### config.mk
export PLATFORM = sky130hd
export DESIGN_NAME = tpd_back_flat
export DESIGN_NICKNAME = d
export VERILOG_FILES = /design/src/hdl/tpd_pkg.sv /design/src/hdl/tpd_if.sv /design/src/hdl/tpd_back.sv /design/src/flat_wrapper.sv
export SDC_FILE = /design/constraint.sdc
export NUM_CORES = 2
export LEC_CHECK = 0
export BUFFER_PORTS_ARGS = -buffer_cell sky130_fd_sc_hd__clkbuf_2
export CAP_MARGIN = 0
export CORE_AREA = 2 2 547 549
export CTS_CLUSTER_DIAMETER = 60
export DETAILED_ROUTE_END_ITERATION = 6
export DIE_AREA = 0 0 549 551
export GPL_ROUTABILITY_DRIVEN = 0
export HOLD_SLACK_MARGIN = 0.15
export PLACE_DENSITY = 0.65
export SYNTH_ARGS = -nofsm -noshare
export SYNTH_HDL_FRONTEND = slang
export SYNTH_MEMORY_MAX_BITS = 65536
export SYNTH_SLANG_ARGS = --single-unit
export TNS_END_PERCENT = 5
### constraint.sdc
create_clock -name clk_i -period 2.8 [get_ports clk_i]
set_clock_uncertainty 0.05 [all_clocks]
set_input_delay 0.28 -clock clk_i [delete_from_list [all_inputs] [get_ports clk_i]]
set_output_delay 0.28 -clock clk_i [all_outputs]
set_load 0.1 [all_outputs]
### src/hdl/tpd_pkg.sv
// ----------------------------------------------------------------------------
// Pixel palette decoder package
// Shared widths, codes, structures and the channel expansion table.
// ----------------------------------------------------------------------------
package tpd_pkg;

  localparam int FUNC_W  = 1;
  localparam int INDEX_W = 8;
  localparam int COLOR_W = 16;
  localparam int PIXEL_W = 24;
  localparam int CHAN_W  = 8;
  localparam int MODE_W  = 2;
  localparam int COUNT_W = 9;
  localparam int RGB15_W = 15;
  localparam int APB_ADDR_W = 3;
  localparam int APB_DATA_W = 32;

  localparam logic [FUNC_W-1:0] FUNC_PALETTE = 1'b0;
  localparam logic [FUNC_W-1:0] FUNC_PIXEL   = 1'b1;

  localparam logic [MODE_W-1:0] MODE_IDX4  = 2'd0;
  localparam logic [MODE_W-1:0] MODE_IDX8  = 2'd1;
  localparam logic [MODE_W-1:0] MODE_RGB15 = 2'd2;
  localparam logic [MODE_W-1:0] MODE_RGB24 = 2'd3;

  localparam logic REG_PIXEL_MODE  = 1'b0;
  localparam logic REG_COLOR_COUNT = 1'b1;

  localparam logic [MODE_W-1:0]  PIXEL_MODE_RST  = MODE_IDX4;
  localparam logic [COUNT_W-1:0] COLOR_COUNT_RST = 9'd256;

  typedef enum logic [1:0] {
    OP_WRITE,
    OP_LOOKUP,
    OP_RGB15,
    OP_RGB24
  } op_kind_e;

  typedef struct packed {
    op_kind_e             kind;
    logic [INDEX_W-1:0]   addr;
    logic [PIXEL_W-1:0]   data;
    logic                 last;
  } op_t;

  typedef struct packed {
    logic [MODE_W-1:0]  pixel_mode;
    logic [COUNT_W-1:0] color_count;
  } cfg_t;

  // Expands a 5-bit channel to 8 bits as floor(c * 255 / 31).
  function automatic logic [CHAN_W-1:0] chan_expand(input logic [4:0] c);
    logic [CHAN_W-1:0] r;
    case (c)
      5'd0:  r = 8'd0;
      5'd1:  r = 8'd8;
      5'd2:  r = 8'd16;
      5'd3:  r = 8'd24;
      5'd4:  r = 8'd32;
      5'd5:  r = 8'd41;
      5'd6:  r = 8'd49;
      5'd7:  r = 8'd57;
      5'd8:  r = 8'd65;
      5'd9:  r = 8'd74;
      5'd10: r = 8'd82;
      5'd11: r = 8'd90;
      5'd12: r = 8'd98;
      5'd13: r = 8'd106;
      5'd14: r = 8'd115;
      5'd15: r = 8'd123;
      5'd16: r = 8'd131;
      5'd17: r = 8'd139;
      5'd18: r = 8'd148;
      5'd19: r = 8'd156;
      5'd20: r = 8'd164;
      5'd21: r = 8'd172;
      5'd22: r = 8'd180;
      5'd23: r = 8'd189;
      5'd24: r = 8'd197;
      5'd25: r = 8'd205;
      5'd26: r = 8'd213;
      5'd27: r = 8'd222;
      5'd28: r = 8'd230;
      5'd29: r = 8'd238;
      5'd30: r = 8'd246;
      default: r = 8'd255;
    endcase
    return r;
  endfunction

endpackage

### src/hdl/tpd_if.sv


interface tpd_out_if;
  import tpd_pkg::*;

  logic              valid;
  logic              ready;
  logic [CHAN_W-1:0] red;
  logic [CHAN_W-1:0] green;
  logic [CHAN_W-1:0] blue;
  logic              last_of_item;

  modport source (
    output valid, red, green, blue, last_of_item,
    input  ready
  );
  modport sink (
    input  valid, red, green, blue, last_of_item,
    output ready
  );
endinterface

### src/hdl/tpd_back.sv
// ----------------------------------------------------------------------------
// Pixel palette decoder back end
// Palette memory, lookup stage and channel expansion into the output register.
// ----------------------------------------------------------------------------
module tpd_back #(
  parameter int PALETTE_DEPTH = 256
) (
  input  logic         clk_i,
  input  logic         rst_ni,
  input  tpd_pkg::op_t op_i,
  input  logic         op_valid_i,
  output logic         op_ready_o,
  tpd_out_if.source    out_o
);
  import tpd_pkg::*;

  localparam int AddrW = $clog2(PALETTE_DEPTH);

  logic [RGB15_W-1:0] palette_q [PALETTE_DEPTH];
  logic [RGB15_W-1:0] rd_q;

  logic               a_valid_q, a_valid_d;
  op_kind_e           a_kind_q;
  logic               a_last_q;
  logic [PIXEL_W-1:0] a_data_q;

  logic               b_valid_q, b_valid_d;
  logic [CHAN_W-1:0]  b_red_q, b_green_q, b_blue_q;
  logic               b_last_q;

  logic               a_ready;
  logic               b_ready;
  logic               pop;
  logic [RGB15_W-1:0] color15;
  logic [CHAN_W-1:0]  red, green, blue;

  assign b_ready    = !b_valid_q | out_o.ready;
  assign a_ready    = !a_valid_q | b_ready;
  assign op_ready_o = a_ready;
  assign pop        = op_valid_i & a_ready;

  always_ff @(posedge clk_i) begin
    if (pop) begin
      if (op_i.kind == OP_WRITE) begin
        palette_q[op_i.addr[AddrW-1:0]] <= op_i.data[RGB15_W-1:0];
      end else if (op_i.kind == OP_LOOKUP) begin
        rd_q <= palette_q[op_i.addr[AddrW-1:0]];
      end
    end
  end

  always_ff @(posedge clk_i) begin
    if (pop) begin
      a_kind_q <= op_i.kind;
      a_last_q <= op_i.last;
      a_data_q <= op_i.data;
    end
  end

  always_comb begin
    color15 = (a_kind_q == OP_LOOKUP) ? rd_q : a_data_q[RGB15_W-1:0];
    case (a_kind_q)
      OP_RGB24: begin
        red   = a_data_q[23:16];
        green = a_data_q[15:8];
        blue  = a_data_q[7:0];
      end
      default: begin
        red   = chan_expand(color15[4:0]);
        green = chan_expand(color15[9:5]);
        blue  = chan_expand(color15[14:10]);
      end
    endcase
  end

  always_comb begin
    a_valid_d = a_valid_q;
    if (a_ready) begin
      a_valid_d = pop && (op_i.kind != OP_WRITE);
    end
    b_valid_d = b_valid_q;
    if (b_ready) begin
      b_valid_d = a_valid_q;
    end
  end

  always_ff @(posedge clk_i or negedge rst_ni) begin
    if (!rst_ni) begin
      a_valid_q <= 1'b0;
      b_valid_q <= 1'b0;
    end else begin
      a_valid_q <= a_valid_d;
      b_valid_q <= b_valid_d;
    end
  end

  always_ff @(posedge clk_i) begin
    if (a_valid_q && b_ready) begin
      b_red_q   <= red;
      b_green_q <= green;
      b_blue_q  <= blue;
      b_last_q  <= a_last_q;
    end
  end

  assign out_o.valid        = b_valid_q;
  assign out_o.red          = b_red_q;
  assign out_o.green        = b_green_q;
  assign out_o.blue         = b_blue_q;
  assign out_o.last_of_item = b_last_q;

endmodule
### src/flat_wrapper.sv
// flat-port wrapper written by rule: the top's interface ports become plain ports
module tpd_back_flat import tpd_pkg::*;
#(
  parameter int PALETTE_DEPTH = 256
)
  (clk_i, rst_ni, op_i, op_valid_i, op_ready_o, out_o_valid, out_o_red, out_o_green, out_o_blue, out_o_last_of_item, out_o_ready);
  tpd_out_if out_o_i ();
  input  logic clk_i;
  input  logic rst_ni;
  input  tpd_pkg::op_t op_i;
  input  logic op_valid_i;
  output logic op_ready_o;
  output wire logic [$bits(out_o_i.valid)-1:0] out_o_valid;
  output wire logic [$bits(out_o_i.red)-1:0] out_o_red;
  output wire logic [$bits(out_o_i.green)-1:0] out_o_green;
  output wire logic [$bits(out_o_i.blue)-1:0] out_o_blue;
  output wire logic [$bits(out_o_i.last_of_item)-1:0] out_o_last_of_item;
  input wire logic [$bits(out_o_i.ready)-1:0] out_o_ready;
  assign out_o_valid = out_o_i.valid;
  assign out_o_red = out_o_i.red;
  assign out_o_green = out_o_i.green;
  assign out_o_blue = out_o_i.blue;
  assign out_o_last_of_item = out_o_i.last_of_item;
  assign out_o_i.ready = out_o_ready;
  tpd_back #(.PALETTE_DEPTH(PALETTE_DEPTH)) u_core (.clk_i(clk_i), .rst_ni(rst_ni), .op_i(op_i), .op_valid_i(op_valid_i), .op_ready_o(op_ready_o), .out_o(out_o_i));
endmodule
==> run metrics <==
result of the run complete, but fails checks; failing checks design-rule violations; synthesis-to-finish area growth 21.0%; total iterations of the first detailed-routing run 7; Avg Synthesized Cell Area 22.8 µm²; sequential group share of total power 52.3%; number of nets with antenna violations after routing 0; share of the clock period used by the worst path between 90 and 100%; total global routing track utilization 26.3%; number of antenna violations at the first check in global routing 9; most heavily used metal layer in global routing met2; setup-violating endpoint count in the final report 0; number of pins exceeding their max-slew limit in the final report 0; clock network latency to the later pin of the worst-skew pair 0.93 ns; routed len/inst around 33 µm; Die Area 302000 µm²; clock sink count 3909; most common cell after layout, fill and taps aside sky130_fd_sc_hd__edfxtp_1; total placed cells including tap cells around 11k; number of fillers in the final layout 20.3k; TritonCTS clock tree yes; proportion of layout cells with a drive suffix above 1 36.4%; clock slew at the register clock pins of the worst setup and hold paths 0.06 ns; fin util 60.4%; detailed-route via count 74.9k; worst-case register-to-register setup slack 0.04 ns; Critical R2R Capture u_core.rd_q[8]; Initial Utilization 49.9%; storage element area 117000 µm²; vias per cell 6.33; Post-Syn Nets 6522; headroom to the max-slew limit between 20 and 30%; pin count of the biggest net entering global routing 102; launch instance of the worst min-delay path op_i[31]; design area between 150000 and 200000 µm²; total net switching power 26.4 mW; total wirelength of the detailed-routed design 396000 µm; site row count 200; met2 track demand over resource 41.1%; critical setup path kind reg2reg; number of hold violations in the final report 0; CP arrival around 3.4 ns; actual slew at the worst max-slew pin 1.08 ns; CTS Buffer Depth 4; global-route wire length before repair 562000 µm; hold-critical path depth 5; DRC violations left 2; clock network fraction of total power 42.3%; area used by multi-input combinational logic between 30000 and 40000 µm²; x dimension of the die 549 µm; max-cap viol count 0; endpoint of the worst hold path u_core.palette_q[140][14]; fmax roughly 360 MHz; gate count after technology mapping 6483; sequential area share after synthesis between 70% and 80%; ratio of total power to cell area 690 nW/µm²; library cells used by synthesis 33; kind of end point of the critical path register; total half-perimeter wirelength after legalization and detailed placement 247000 µm; non-filler instance count after layout ~12k; setup repair after global routing missed its margin no; leakage power 56.2 nW; cell area after synthesis 148000 µm²; met1 Use GR 37.1%; Clock Tree Root sky130_fd_sc_hd__clkbuf_16; CTS buffer count 395; critical path fanouts, max 1; CP Launch Point u_core.palette_q[173][8]; Worst R2R Start u_core.palette_q[173][8]; height of the chip 551 µm; post-place instance area 166000 µm²; Min-Delay Path Class in2reg; vias in the first global route 75.0k; flops & latches, synth 3909; required time of the critical path around 3.4 ns; Critical Path Source Type register; peak supply drop 0.000504 V; logic depth of the worst register-to-register path 6; power share of the combinational group 5.5%; Initial DRC Count 10.4k; GRT overflow 0; Sw Ratio 21.4%; Synth warnings 0; min cycle time layout 2.76 ns; H-tree depth 5; commonest non-fill, non-tap cells in the layout sky130_fd_sc_hd__edfxtp_1 (3907), sky130_fd_sc_hd__mux4_2 (960), sky130_fd_sc_hd__buf_4 (573); net count of the finished layout 7601; ports placed on the boundary 66; internal power consumption 97.1 mW; Port Buffer Count 65; Core Box Area 296000 µm²; met3 usage 5.19%
metrics by stage:
step	setup WS, ns	setup TNS (ns)	hold slack, ns	total power [mW]
finish	0.0412	0	0.213	124
floorplan	-0.330	-1098.99	-0.0656	68.9
global route	0.00876	0	0.205	127
detailed placement	-1.28	-74.80	0.0210	72.5
global placement	-1.23	-59.93	0.0145	72.4
CTS	0.0205	0	0.169	124
cell usage after synthesis:
master | number | area, µm²
sky130_fd_sc_hd__edfxtp_1 | 3907 | 117000
sky130_fd_sc_hd__mux4_2 | 960 | 21600
sky130_fd_sc_hd__a22oi_1 | 480 | 3600
sky130_fd_sc_hd__nor2_1 | 294 | 1100
sky130_fd_sc_hd__a21oi_1 | 258 | 1290
sky130_fd_sc_hd__clkbuf_1 | 246 | 923
sky130_fd_sc_hd__buf_2 | 95 | 475
sky130_fd_sc_hd__o41ai_1 | 60 | 526
sky130_fd_sc_hd__buf_1 | 38 | 143
sky130_fd_sc_hd__nand2_1 | 37 | 139
sky130_fd_sc_hd__nand4_1 | 19 | 119
sky130_fd_sc_hd__buf_4 | 13 | 97.6
sky130_fd_sc_hd__mux2i_1 | 12 | 120
sky130_fd_sc_hd__nand3_1 | 8 | 40.0
sky130_fd_sc_hd__nor2b_1 | 7 | 43.8
sky130_fd_sc_hd__nor3_1 | 6 | 30.0
sky130_fd_sc_hd__o21ai_0 | 6 | 30.0
sky130_fd_sc_hd__and2_1 | 5 | 31.3
sky130_fd_sc_hd__mux2_2 | 5 | 56.3
sky130_fd_sc_hd__nand2b_1 | 5 | 31.3
sky130_fd_sc_hd__a31oi_1 | 3 | 18.8
sky130_fd_sc_hd__buf_6 | 3 | 33.8
sky130_fd_sc_hd__o31ai_1 | 3 | 22.5
sky130_fd_sc_hd__and3_1 | 2 | 12.5
sky130_fd_sc_hd__dfrtp_1 | 2 | 50.1
sky130_fd_sc_hd__o211ai_1 | 2 | 15.0
sky130_fd_sc_hd__a211oi_1 | 1 | 7.51
sky130_fd_sc_hd__and3b_1 | 1 | 8.76
sky130_fd_sc_hd__inv_1 | 1 | 3.75
sky130_fd_sc_hd__nand3b_1 | 1 | 7.51
sky130_fd_sc_hd__o211a_1 | 1 | 10.0
sky130_fd_sc_hd__o21bai_1 | 1 | 7.51
sky130_fd_sc_hd__or2_2 | 1 | 6.26
per-layer routing:
metal	vias to the layer above	part of all wire (%)	wire length, µm
met5	-	0	0
met2	3916	48	190000
met1	40245	39	154000
li1	30101	-	-
met4	0	4.0	15900
met3	607	9.3	36800
state kept, by name, summed over array words and instances (netlist names):
name / flops
u_core.out_o.valid: 1
u_core.out_o.blue: 8
u_core.out_o.red: 8
u_core.a_last_q: 1
u_core.a_data_q: 24
u_core.rd_q: 15
u_core.palette_q: 3840
u_core.a_valid_q: 1
u_core.a_kind_q: 2
u_core.out_o.green: 8
u_core.out_o.last_of_item: 1
kinds of logic (layout without fill, tap and decap cells):
kind of cell	Yosys count	after routing	share of synthesized area, %
mux	977	977	14.7
other cells	0	9	0
flops	3909	3909	79.3
compound gates	815	815	3.74
buf+inv	396	1800	1.13
simple gates	386	386	1.06
power groups by stage:
stage / Sequential, mW / Combinational [mW] / Clock [mW]
2_1_floorplan: 66.0 / 2.83 / 0
3_3_place_gp: 65.8 / 6.57 / 0
3_5_place_dp: 65.8 / 6.67 / 0
4_1_cts: 64.6 / 6.77 / 52.8
5_1_grt: 64.5 / 7.06 / 55.2
6_report: 64.6 / 6.74 / 52.2
worst max-delay path by stage:
| stage | cells past startpoint | slack, ns | to |
|---|---|---|---|
| final | 6 | 0.04 | u_core.rd_q[8] |
| after floorplan | 6 | -0.33 | u_core.palette_q[184][0] |
| after detailed placement | 10 | -1.28 | u_core.rd_q[5] |
| after global placement | 11 | -1.23 | u_core.rd_q[13] |
| after CTS | 7 | 0.02 | u_core.rd_q[3] |
| after global routing | 6 | 0.009 | u_core.rd_q[14] |
critical path, stage by stage (launching register included):
cell and delay, ns:
sky130_fd_sc_hd__edfxtp_1 0.38, sky130_fd_sc_hd__mux4_2 0.47, sky130_fd_sc_hd__a22oi_1 0.40, sky130_fd_sc_hd__a21oi_1 0.22
sky130_fd_sc_hd__o41ai_4 0.61, sky130_fd_sc_hd__buf_4 0.27, sky130_fd_sc_hd__nand4_1 0.10
cell type report:
type,count,share of cell area (%)
repair buffers,1077,7.31
clock inverters,252,1.46
clock buffers,470,5.71
multi-input cells,2178,17.2
flip-flops and latches,3909,65.5
inverters,1,0.00210
diodes,9,0.0126
well taps,3939,2.75
timing repair:
action                     in CTS  in global routing
pin swaps                       1                  0
setup endpoints to repair      11                 20
hold buffers                   49                  0
buffers inserted                0                  0
hold endpoints to repair     3563                  0
gates resized for setup        20                  6
No activity file was read; power rests on OpenSTA's default activity.
