--- config.mk ---
export PLATFORM = sky130hd
export DESIGN_NAME = tpd_front_flat
export DESIGN_NICKNAME = d
export VERILOG_FILES = /design/src/hdl/tpd_pkg.sv /design/src/hdl/tpd_if.sv /design/src/hdl/tpd_front.sv /design/src/flat_wrapper.sv
export SDC_FILE = /design/constraint.sdc
export NUM_CORES = 1
export LEC_CHECK = 0
export BUFFER_PORTS_ARGS = -buffer_cell sky130_fd_sc_hd__buf_2
export CAP_MARGIN = 10
export CORE_MARGIN = 8
export CORE_UTILIZATION = 35
export DETAILED_ROUTE_END_ITERATION = 10
export GPL_TIMING_DRIVEN = 0
export PLACE_DENSITY_LB_ADDON = 0.08
export SYNTH_ARGS = -nofsm -noshare
export SYNTH_HDL_FRONTEND = slang
export SYNTH_SLANG_ARGS = --single-unit
export TNS_END_PERCENT = 50
--- constraint.sdc ---
create_clock -name clk_i -period 6.19 [get_ports clk_i]
set_clock_uncertainty 0.1 [all_clocks]
set_input_delay 1.238 -clock clk_i [delete_from_list [all_inputs] [get_ports clk_i]]
set_output_delay 1.238 -clock clk_i [all_outputs]
set_load 0.02 [all_outputs]
--- src/hdl/tpd_pkg.sv ---
// ----------------------------------------------------------------------------
// Pixel palette decoder package
// Shared widths, codes, structures and the channel expansion table.
// ----------------------------------------------------------------------------
package tpd_pkg;

  localparam int FUNC_W  = 1;
  localparam int INDEX_W = 8;
  localparam int COLOR_W = 16;
  localparam int PIXEL_W = 24;
  localparam int CHAN_W  = 8;
  localparam int MODE_W  = 2;
  localparam int COUNT_W = 9;
  localparam int RGB15_W = 15;
  localparam int APB_ADDR_W = 3;
  localparam int APB_DATA_W = 32;

  localparam logic [FUNC_W-1:0] FUNC_PALETTE = 1'b0;
  localparam logic [FUNC_W-1:0] FUNC_PIXEL   = 1'b1;

  localparam logic [MODE_W-1:0] MODE_IDX4  = 2'd0;
  localparam logic [MODE_W-1:0] MODE_IDX8  = 2'd1;
  localparam logic [MODE_W-1:0] MODE_RGB15 = 2'd2;
  localparam logic [MODE_W-1:0] MODE_RGB24 = 2'd3;

  localparam logic REG_PIXEL_MODE  = 1'b0;
  localparam logic REG_COLOR_COUNT = 1'b1;

  localparam logic [MODE_W-1:0]  PIXEL_MODE_RST  = MODE_IDX4;
  localparam logic [COUNT_W-1:0] COLOR_COUNT_RST = 9'd256;

  typedef enum logic [1:0] {
    OP_WRITE,
    OP_LOOKUP,
    OP_RGB15,
    OP_RGB24
  } op_kind_e;

  typedef struct packed {
    op_kind_e             kind;
    logic [INDEX_W-1:0]   addr;
    logic [PIXEL_W-1:0]   data;
    logic                 last;
  } op_t;

  typedef struct packed {
    logic [MODE_W-1:0]  pixel_mode;
    logic [COUNT_W-1:0] color_count;
  } cfg_t;

  // Expands a 5-bit channel to 8 bits as floor(c * 255 / 31).
  function automatic logic [CHAN_W-1:0] chan_expand(input logic [4:0] c);
    logic [CHAN_W-1:0] r;
    case (c)
      5'd0:  r = 8'd0;
      5'd1:  r = 8'd8;
      5'd2:  r = 8'd16;
      5'd3:  r = 8'd24;
      5'd4:  r = 8'd32;
      5'd5:  r = 8'd41;
      5'd6:  r = 8'd49;
      5'd7:  r = 8'd57;
      5'd8:  r = 8'd65;
      5'd9:  r = 8'd74;
      5'd10: r = 8'd82;
      5'd11: r = 8'd90;
      5'd12: r = 8'd98;
      5'd13: r = 8'd106;
      5'd14: r = 8'd115;
      5'd15: r = 8'd123;
      5'd16: r = 8'd131;
      5'd17: r = 8'd139;
      5'd18: r = 8'd148;
      5'd19: r = 8'd156;
      5'd20: r = 8'd164;
      5'd21: r = 8'd172;
      5'd22: r = 8'd180;
      5'd23: r = 8'd189;
      5'd24: r = 8'd197;
      5'd25: r = 8'd205;
      5'd26: r = 8'd213;
      5'd27: r = 8'd222;
      5'd28: r = 8'd230;
      5'd29: r = 8'd238;
      5'd30: r = 8'd246;
      default: r = 8'd255;
    endcase
    return r;
  endfunction

endpackage

--- src/hdl/tpd_if.sv ---
// ----------------------------------------------------------------------------
// Pixel palette decoder stream interfaces
// Valid/ready channels for input items and decoded pixels.
// ----------------------------------------------------------------------------
interface tpd_in_if;
  import tpd_pkg::*;

  logic               valid;
  logic               ready;
  logic [FUNC_W-1:0]  func;
  logic [INDEX_W-1:0] palette_index;
  logic [COLOR_W-1:0] palette_color;
  logic [PIXEL_W-1:0] pixel_data;

  modport source (
    output valid, func, palette_index, palette_color, pixel_data,
    input  ready
  );
  modport sink (
    input  valid, func, palette_index, palette_color, pixel_data,
    output ready
  );
endinterface


--- src/hdl/tpd_front.sv ---
// ----------------------------------------------------------------------------
// Pixel palette decoder front end
// Holds one input item and turns it into palette and pixel operations.
// ----------------------------------------------------------------------------
module tpd_front #(
  parameter int PALETTE_DEPTH = 256
) (
  input  logic          clk_i,
  input  logic          rst_ni,
  input  tpd_pkg::cfg_t cfg_i,
  tpd_in_if.sink        in_i,
  output tpd_pkg::op_t  op_o,
  output logic          op_valid_o,
  input  logic          op_ready_i
);
  import tpd_pkg::*;

  localparam logic [COUNT_W-1:0] DepthLimit = COUNT_W'(PALETTE_DEPTH);

  logic               hold_q, hold_d;
  logic               phase_q, phase_d;
  logic [FUNC_W-1:0]  func_q;
  logic [INDEX_W-1:0] pidx_q;
  logic [COLOR_W-1:0] pcol_q;
  logic [PIXEL_W-1:0] pix_q;

  logic               accept;
  logic               is_write;
  logic               is_split;
  logic               drop;
  logic               push;
  logic               done;
  logic [INDEX_W-1:0] raw_idx;
  logic [INDEX_W-1:0] safe_idx;

  assign accept   = in_i.valid & in_i.ready;
  assign is_write = (func_q == FUNC_PALETTE);
  assign is_split = !is_write && (cfg_i.pixel_mode == MODE_IDX4) && !phase_q;
  assign drop     = is_write && ({1'b0, pidx_q} >= DepthLimit);
  assign push     = hold_q & !drop & op_ready_i;
  assign done     = hold_q & (drop | (push & !is_split));
  assign in_i.ready = !hold_q | done;
  assign op_valid_o = hold_q & !drop;

  always_comb begin
    if (cfg_i.pixel_mode == MODE_IDX4) begin
      raw_idx = phase_q ? {4'b0, pix_q[7:4]} : {4'b0, pix_q[3:0]};
    end else begin
      raw_idx = pix_q[7:0];
    end
    if (({1'b0, raw_idx} >= cfg_i.color_count) || ({1'b0, raw_idx} >= DepthLimit)) begin
      safe_idx = '0;
    end else begin
      safe_idx = raw_idx;
    end
  end

  always_comb begin
    op_o = '{kind: OP_LOOKUP, addr: safe_idx, data: pix_q, last: 1'b1};
    if (is_write) begin
      op_o = '{kind: OP_WRITE, addr: pidx_q, data: PIXEL_W'(pcol_q[RGB15_W-1:0]),
               last: 1'b1};
    end else begin
      case (cfg_i.pixel_mode)
        MODE_IDX4: op_o.last = phase_q;
        MODE_IDX8: op_o.last = 1'b1;
        MODE_RGB15: op_o.kind = OP_RGB15;
        MODE_RGB24: op_o.kind = OP_RGB24;
        default: op_o.kind = OP_RGB24;
      endcase
    end
  end

  always_comb begin
    hold_d  = hold_q;
    phase_d = phase_q;
    if (accept) begin
      hold_d  = 1'b1;
      phase_d = 1'b0;
    end else if (done) begin
      hold_d  = 1'b0;
    end else if (push && is_split) begin
      phase_d = 1'b1;
    end
  end

  always_ff @(posedge clk_i or negedge rst_ni) begin
    if (!rst_ni) begin
      hold_q  <= 1'b0;
      phase_q <= 1'b0;
    end else begin
      hold_q  <= hold_d;
      phase_q <= phase_d;
    end
  end

  always_ff @(posedge clk_i) begin
    if (accept) begin
      func_q <= in_i.func;
      pidx_q <= in_i.palette_index;
      pcol_q <= in_i.palette_color;
      pix_q  <= in_i.pixel_data;
    end
  end

endmodule

--- src/flat_wrapper.sv ---
// flat-port wrapper written by rule: the top's interface ports become plain ports
module tpd_front_flat import tpd_pkg::*;
#(
  parameter int PALETTE_DEPTH = 256
)
  (clk_i, rst_ni, cfg_i, op_o, op_valid_o, op_ready_i, in_i_valid, in_i_func, in_i_palette_index, in_i_palette_color, in_i_pixel_data, in_i_ready);
  tpd_in_if in_i_i ();
  input  logic clk_i;
  input  logic rst_ni;
  input  tpd_pkg::cfg_t cfg_i;
  output tpd_pkg::op_t op_o;
  output logic op_valid_o;
  input  logic op_ready_i;
  input wire logic [$bits(in_i_i.valid)-1:0] in_i_valid;
  input wire logic [$bits(in_i_i.func)-1:0] in_i_func;
  input wire logic [$bits(in_i_i.palette_index)-1:0] in_i_palette_index;
  input wire logic [$bits(in_i_i.palette_color)-1:0] in_i_palette_color;
  input wire logic [$bits(in_i_i.pixel_data)-1:0] in_i_pixel_data;
  output wire logic [$bits(in_i_i.ready)-1:0] in_i_ready;
  assign in_i_i.valid = in_i_valid;
  assign in_i_i.func = in_i_func;
  assign in_i_i.palette_index = in_i_palette_index;
  assign in_i_i.palette_color = in_i_palette_color;
  assign in_i_i.pixel_data = in_i_pixel_data;
  assign in_i_ready = in_i_i.ready;
  tpd_front #(.PALETTE_DEPTH(PALETTE_DEPTH)) u_core (.clk_i(clk_i), .rst_ni(rst_ni), .cfg_i(cfg_i), .in_i(in_i_i), .op_o(op_o), .op_valid_o(op_valid_o), .op_ready_i(op_ready_i));
endmodule
==> summary.md, run 1 <==
The flow ran to the end, and the final reports show no timing, DRC or antenna violations. The tools report the launch point of the worst reg-to-reg path as u_core.func_q. The number of hold buffers added after CTS was 0.

The fraction of power spent switching nets works out to 0.2375. The total track usage was 0.1131; the gate count after technology mapping was 152. Before antenna repair, the detailed router went through 5 iterations. The tree built by TritonCTS fans out to 50 sinks.

The count of boundary I/O pins is 101. Data arrives at the worst endpoint at 3.53 ns. After detailed routing, the number of remaining DRC violations is 0.

Relative contribution of combinational cells to total power: 0.157. The type of the worst min-delay path was flip-flop to flip-flop. The final critical path time including I/O delays and setup came out at 4.866 ns. The fmax was 205.5 MHz. TritonCTS built the clock tree. The first global-routing pass estimated 7.831 mm of wire. The power share of the clock group is 0.301, and the number of failing hold endpoints at the final stage is 0. The sequential area share after synthesis was 0.6712. The maximum ir drop on the vdd rail is 0.0001464 V, and the standard cell core area is 0.006241 mm2. The via total after detailed routing is 1508, and the final global-route overflow total is 0.

Summing all non-filler instances in the final layout gives an area of 0.002942 mm2. Entering global routing, the biggest net connects 33 pins. The number of synthesis warnings was 0; the average wire length per cell after detail routing was 15.15 um.

Port buffering added 99 buffers. The die span in y is 95.68 um. The number of gates resized after cts came out at 0.

The number of nets handed over by synthesis was 224. The tools report the latest clock arrival within the worst-skew pair as 0.29 ns. Traced cell by cell, the critical path runs through buf_2 -> or2_4 -> nor2_8 -> mux2i_1 -> inv_1 -> ha_1 -> a21oi_1 -> o21ai_0 -> o2bb2ai_1 -> o32ai_1 -> buf_2.

Top cell family by delay on the critical path: compound AO/OA/AOI/OAI gates. On the critical path, the stage with the largest delay is an instance of sky130_fd_sc_hd__o32ai_1. The number of enable flip-flop cells after synthesis is 48. STA classifies the critical path startpoint as an input port.

The logs give 1 for the number of antenna violations at the first check in global routing and 1.292 ns for the pre-CTS worst setup slack. Setup slack closes at 1.324 ns. The number of buffers and inverters on the critical path was 3; the net switching power was 175.6 uW. The async set or reset register ratio after synthesis is 0.04000, and the largest fanout on the critical path is 8.

The instance area at placement came out at 0.002835 mm2. Setup violations remaining at the end of the flow were counted as 0. After synthesis, the mean cell area works out to 14.62 um2.

The number of slew-limit violations in the final report was 0. The repair_antennas step left the layout with diodes totalling 0. The static leakage is 0.001341 uW.

The area growth from synthesis to layout is 32.38%. The ratio of cells with drive above 1 in the final layout is 0.4962. The largest single stage delay on the critical path is 0.35 ns. The run gives 563.9 uW as the internal power component. The chip width was 95.68 um.

The number of storage elements in the synthesis netlist works out to 50. The synthesized cell area is 0.002222 mm2, and the depth of the CTS H-tree is 2. The measured slew at the worst slew-check pin works out to 0.5779 ns. The most critical setup path has its startpoint at cfg_i[10]. The total power per unit cell area is 251.4 mW/mm2. Clock-pin slew was measured on the worst setup and hold paths at 0.08 ns. The tools report the setup TNS after final layout as 0 ns. The tools report the weighted congestion at the end of routability-driven global placement as 0.7402. The total die area was 0.009155 mm2. The max capacitance violation total came out at 0. The worst setup path is of the input port to output port kind. Setup repair after global routing left no endpoint under its margin. In this run the most critical hold path is launched from u_core.phase_q. The tools report the clock root buffer master as sky130_fd_sc_hd__clkbuf_8. For the initial cell density of the core, the log shows 0.3561. For the remaining max-slew budget at the tightest pin, the log shows 0.6147.

The number of global-route vias before repair was 1623. The logs give 42 for the count of routing violations after the opening detailed-route iteration and 331 for the number of nets in the layout. Summed over all layers, the routed wires come to 5.105 mm. Buffers added to address setup during post-CTS repair amount to 0. Detailed placement ended at an HPWL of 4.060 mm. STA classifies the critical path endpoint as an output port.

The final worst-path cycle share came out at 0.7861. For this run, the leading register cell type out of synthesis is sky130_fd_sc_hd__edfxtp_1. The placement row count was 29. The clock passes through at most 2 buffers. For the power share of the sequential group, the log shows 0.541. The remaining antenna violation count is 0, and the per-cell via count in the routed design is 4.475. In this design, the critical path's most frequently occurring cell is sky130_fd_sc_hd__buf_2. The tools report the required time of the critical path as 4.85 ns.

Counting the buffers created by CTS gives 5. The netlist uses 26 different library cells.
-- layout make-up --
class	count	area, um2
clock inverters	1	30.03
well taps	77	96.34
clock buffers	7	76.32
inverters	25	93.84
repair buffers	100	515.5
multi-input cells	73	618.1
flip-flops and latches	50	1491
plain buffers	4	20.02
fillers	592	3299
-- power by group through the flow --
stage	Sequential [uW]	Combinational [uW]	Clock [uW]
floorplan	407	67.9	0
global placement	409	116	0
finish	400	116	223
global route	402	129	244
detailed placement	408	119	0
CTS	400	119	230
-- cells in the mapped netlist, types with 2 or more instances --
master	count	share of area
sky130_fd_sc_hd__nand2_2	2	0.0056
sky130_fd_sc_hd__ha_1	8	0.045
sky130_fd_sc_hd__dfrtp_1	2	0.023
sky130_fd_sc_hd__and2_1	11	0.031
sky130_fd_sc_hd__o21ai_0	3	0.0068
sky130_fd_sc_hd__edfxtp_1	48	0.65
sky130_fd_sc_hd__inv_1	25	0.042
sky130_fd_sc_hd__mux2_2	15	0.076
sky130_fd_sc_hd__nand2_1	8	0.014
sky130_fd_sc_hd__a21oi_1	3	0.0068
sky130_fd_sc_hd__mux2i_1	4	0.018
sky130_fd_sc_hd__o32ai_1	8	0.032
sky130_fd_sc_hd__clkbuf_1	2	0.0034
-- layer usage --
layer  track usage  up-vias  share of wire
li1              -      760              -
met1        0.1153      681           0.38
met4       0.03841        2          0.013
met3       0.05354        7           0.10
met5             0        -         0.0022
met2        0.1989       58           0.50
-- registers in the layout, indices dropped and copies added, names as in the netlist --
| signal | flops |
|---|---|
| u_core.op_valid_o | 1 |
| u_core.phase_q | 1 |
| u_core.pcol_q | 15 |
| u_core.pidx_q | 8 |
| u_core.pix_q | 24 |
| u_core.func_q | 1 |
-- stage by stage --
step,std cells,hold slack (ns),util,power (uW)
after floorplan,152,0.3706,-,475.1
final,337,0.4342,0.4713,739.6
after detailed placement,329,0.4105,0.4543,527.1
after global placement,328,0.4083,0.4509,524.6
after global routing,337,0.4931,0.4713,775.1
after CTS,337,0.4296,0.4713,750.1
-- kinds of logic after synthesis --
family	count (synthesis)	share of synthesized area
fa+ha+maj	8	0.04505
simple gates	28	0.08052
mux	19	0.09403
flops	50	0.6712
buf+inv	29	0.05124
compound gates	18	0.05799
-- worst paths after layout --
kind | endpoint | cells past startpoint | slack, ns
worst max-delay path | op_o[32] | 11 | 1.32
worst min-delay path | u_core.phase_q | 2 | 0.43
worst max register to register | u_core.pcol_q[13] | 6 | 4.11
worst min register to register | u_core.phase_q | 2 | 0.43
max in group asynchronous | u_core.phase_q | 1 | 5.28
min in group asynchronous | u_core.op_valid_o | 1 | 0.61
-- tightest hold or removal path, delay by kind of cell, from the launching register on --
family          cells  cell delay (ns)
simple gates        1             0.06
compound gates      1             0.06
flops               1             0.39
-- layout by cell type (no fill, tap or decap), types with 2 or more instances in the layout --
cell                       count
sky130_fd_sc_hd__edfxtp_1     48
sky130_fd_sc_hd__and2_1       10
sky130_fd_sc_hd__mux2i_1       4
sky130_fd_sc_hd__a21oi_1       3
sky130_fd_sc_hd__clkbuf_8      5
sky130_fd_sc_hd__buf_2       100
sky130_fd_sc_hd__inv_1        25
sky130_fd_sc_hd__o32ai_1       8
sky130_fd_sc_hd__o21ai_0       3
sky130_fd_sc_hd__nand2_2       2
sky130_fd_sc_hd__mux2_2       15
sky130_fd_sc_hd__ha_1          8
sky130_fd_sc_hd__dfrtp_1       2
sky130_fd_sc_hd__nand2_1       8
sky130_fd_sc_hd__clkbuf_1      4
(Power assumes the default switching activity.)
==> run 2, diff against run 1 <==
- clock period: 6.19 -> 4.2 ns (I/O delays scaled with it)
==> run 2 against run 1 <==
  * Worst setup slack lost 1.1 ns
  * Sequential share of layout area shrank 0.11 points
  * Die area is the same
  * Via count shrank 0.20%
  * Cell area grew 0.21%
==> summary.md, run 2 (synthesis gave the netlist of run 1 again) <==
The number of clock sinks seen by CTS came out at 50. In this run the post-CTS setup repair buffer count came out at 0. The run finished with clean final reports. For the combined area of the multi-input logic cells, the log shows 624.3 um2. The chip width works out to 95.68 um. STA classifies the critical path endpoint as an output port. The power share of the clock group is 0.301. The total track usage is 0.1131. For this run, the top clock speed supported by timing is 250.5 MHz.

The tool flagged a number of max-cap violations equal to 0. Wires add up to 5.103 mm. The average wire length per cell after detail routing works out to 15.14 um.

The ratio of cells with drive above 1 in the final layout was 0.5000. The worst register-to-register path begins at u_core.func_q. The power share of the sequential group is 0.541, and the number of filler instances in the final layout is 590.

The library cell used most frequently in the layout, excluding fill and tap cells, is sky130_fd_sc_hd__buf_2. At the end of routability-driven placement, the weighted congestion stood at 0.7402. The maximum ir drop on the vdd rail was 0.0002159 V; the half-perimeter wire length after detailed placement was 4.060 mm. The core region is 0.006241 mm2. The number of nets in the layout is 331, and the placement row count is 29. Setup violations remaining at the end of the flow were counted as 0. The run gives 0 ns as the setup TNS after final layout. In the layout the commonest cells are 100 x sky130_fd_sc_hd__buf_2, 48 x sky130_fd_sc_hd__edfxtp_1, 25 x sky130_fd_sc_hd__inv_1. The tools report the count of boundary I/O pins as 101. The number of antenna violations at the first check in global routing is 1.

The final global-route overflow total is 0, and the final core area utilization is 0.4723. The run gives 3.26 ns as the required time of the critical path. The initial cell density of the core is 0.3561.

The first detailed-routing pass ran for 4 iterations. Counting the buffers created by CTS gives 5. Residual DRC count: 0. Leaving out filler cells and counting taps, the final layout contains 337. Growth of design area from synthesis to finish: 32.66%. Number of failing hold endpoints at the final stage: 0. Along the worst path, the maximum fanout reaches 8. The die covers 0.009155 mm2.

TritonCTS built the clock tree. In this run the power spent charging and discharging nets is 259.5 uW. The floorplan step set the die height to 95.68 um. The tools report the static leakage as 0.001343 uW.

Ranked by flip-flop count, first place goes to u_core.pix_q. The measured slew at the worst slew-check pin came out at 0.5360 ns. The routed layout has 1505 vias.

The number of slew-limit violations in the final report is 0. In this run the tool buffered the top-level ports with 99 buffer cells. The remaining max-slew budget at the tightest pin is 0.6402, and the fraction of power spent switching nets is 0.2379. Clock-pin slew was measured on the worst setup and hold paths at 0.08 ns. The type of the worst min-delay path is input port to asynchronous set/reset pin. No sink is reached through more buffers than the 2 on the longest clock path. Final worst-path cycle share: 0.9505.

For the worst-skew pair, the clock arrives at the later sink with an insertion delay of 0.29 ns. Global-route wire length before repair: 7.831 mm. Depth of the CTS H-tree: 2. Type of the setup path with the least slack: input port to output port. The cell sitting at the root of the clock tree is a sky130_fd_sc_hd__clkbuf_8.

The relative contribution of combinational cells to total power is 0.158. The tools report the number of global-route vias before repair as 1623. The final critical path time including I/O delays and setup was 3.992 ns. Setup repair after global routing left no endpoint under its margin. Startpoint of the most critical setup path: cfg_i[10].

The run gives 329 as the total placed cells including tap cells. STA puts the critical path data arrival time at 3.05 ns. The count of nets left with antenna violations once routing finished came out at 0. The maximum number of pins on one net before global-route repair came out at 33. The total power per unit cell area came out at 370.0 mW/mm2. After the first detailed-routing iteration, the DRC count stood at 42. In the final layout, flip-flops and latches occupy 0.001491 mm2.

The tools report the terminus of the critical flop-to-flop path as u_core.pcol_q[13]. After layout, the design draws a total of 1091 uW. The internal power of the cells totals 831.3 uW. The end of the critical path was op_o[32]. Using the TritonRoute via totals, the vias-per-cell ratio works out to 4.466.

Setup slack on the worst reg-to-reg path comes out at 2.12 ns. For the worst flop-to-flop path, the logic depth is 6. The number of antenna diodes in the final layout is 0. The register with the most flip-flops in the layout has 24 of them. STA classifies the critical path startpoint as an input port. The largest registers in the layout are u_core.pix_q x24, u_core.pcol_q x15, u_core.pidx_q x8.
[run 2: stage by stage]
step / instance area (um2) / worst slack [ns] / hold WS, ns
final: 2948 / 0.2079 / 0.2148
after CTS: 2942 / 0.09299 / 0.2097
after detailed placement: 2835 / 0.09842 / 0.4105
after floorplan: 2222 / 0.4074 / 0.3706
after global placement: 2814 / 0.06605 / 0.4083
after global routing: 2948 / 0.01905 / 0.2037
[run 2: worst min path at each step]
stage / endpoint / slack, ns
3_5_place_dp: u_core.phase_q / 0.41
2_1_floorplan: u_core.phase_q / 0.37
6_report: u_core.op_valid_o / 0.21
5_1_grt: u_core.op_valid_o / 0.20
4_1_cts: u_core.op_valid_o / 0.21
3_3_place_gp: u_core.phase_q / 0.41
[run 2: final cells by class]
| class | count | share of cell area |
|---|---|---|
| Sequential cell | 50 | 0.5059 |
| Multi-Input combinational cell | 73 | 0.2118 |
| Timing Repair Buffer | 100 | 0.1749 |
| Tap cell | 77 | 0.03268 |
| Inverter | 25 | 0.03183 |
| Clock buffer | 7 | 0.02589 |
| Clock inverter | 1 | 0.01019 |
| Buffer | 4 | 0.006791 |
[run 2: metal layers]
layer	share of wire	vias to the layer above	global-route usage
li1	-	760	-
met1	0.38	680	0.1153
met2	0.51	56	0.1989
met3	0.099	7	0.05354
met4	0.013	2	0.03841
met5	0.0022	-	0
[run 2: what timing repair did]
item	CTS	global route
hold buffers	0	0
endpoints found under the setup margin	0	7
resized for setup	0	1
[run 2: worst max-delay path, cell delays in order]
cell and delay [ns]:
sky130_fd_sc_hd__buf_2 0.12, sky130_fd_sc_hd__or2_4 0.30, sky130_fd_sc_hd__nor2_8 0.13, sky130_fd_sc_hd__mux2i_1 0.27
sky130_fd_sc_hd__inv_1 0.07, sky130_fd_sc_hd__ha_1 0.29, sky130_fd_sc_hd__a21oi_1 0.13, sky130_fd_sc_hd__o21ai_0 0.14
sky130_fd_sc_hd__o2bb2ai_2 0.21, sky130_fd_sc_hd__o32ai_1 0.31, sky130_fd_sc_hd__buf_2 0.22
[run 2: power groups by stage]
stage          clock network (uW)  logic (uW)  registers (uW)
2_1_floorplan                   0         100             600
3_3_place_gp                    0         171             603
3_5_place_dp                    0         175             601
4_1_cts                       339         176             590
5_1_grt                       360         190             593
6_report                      329         172             590
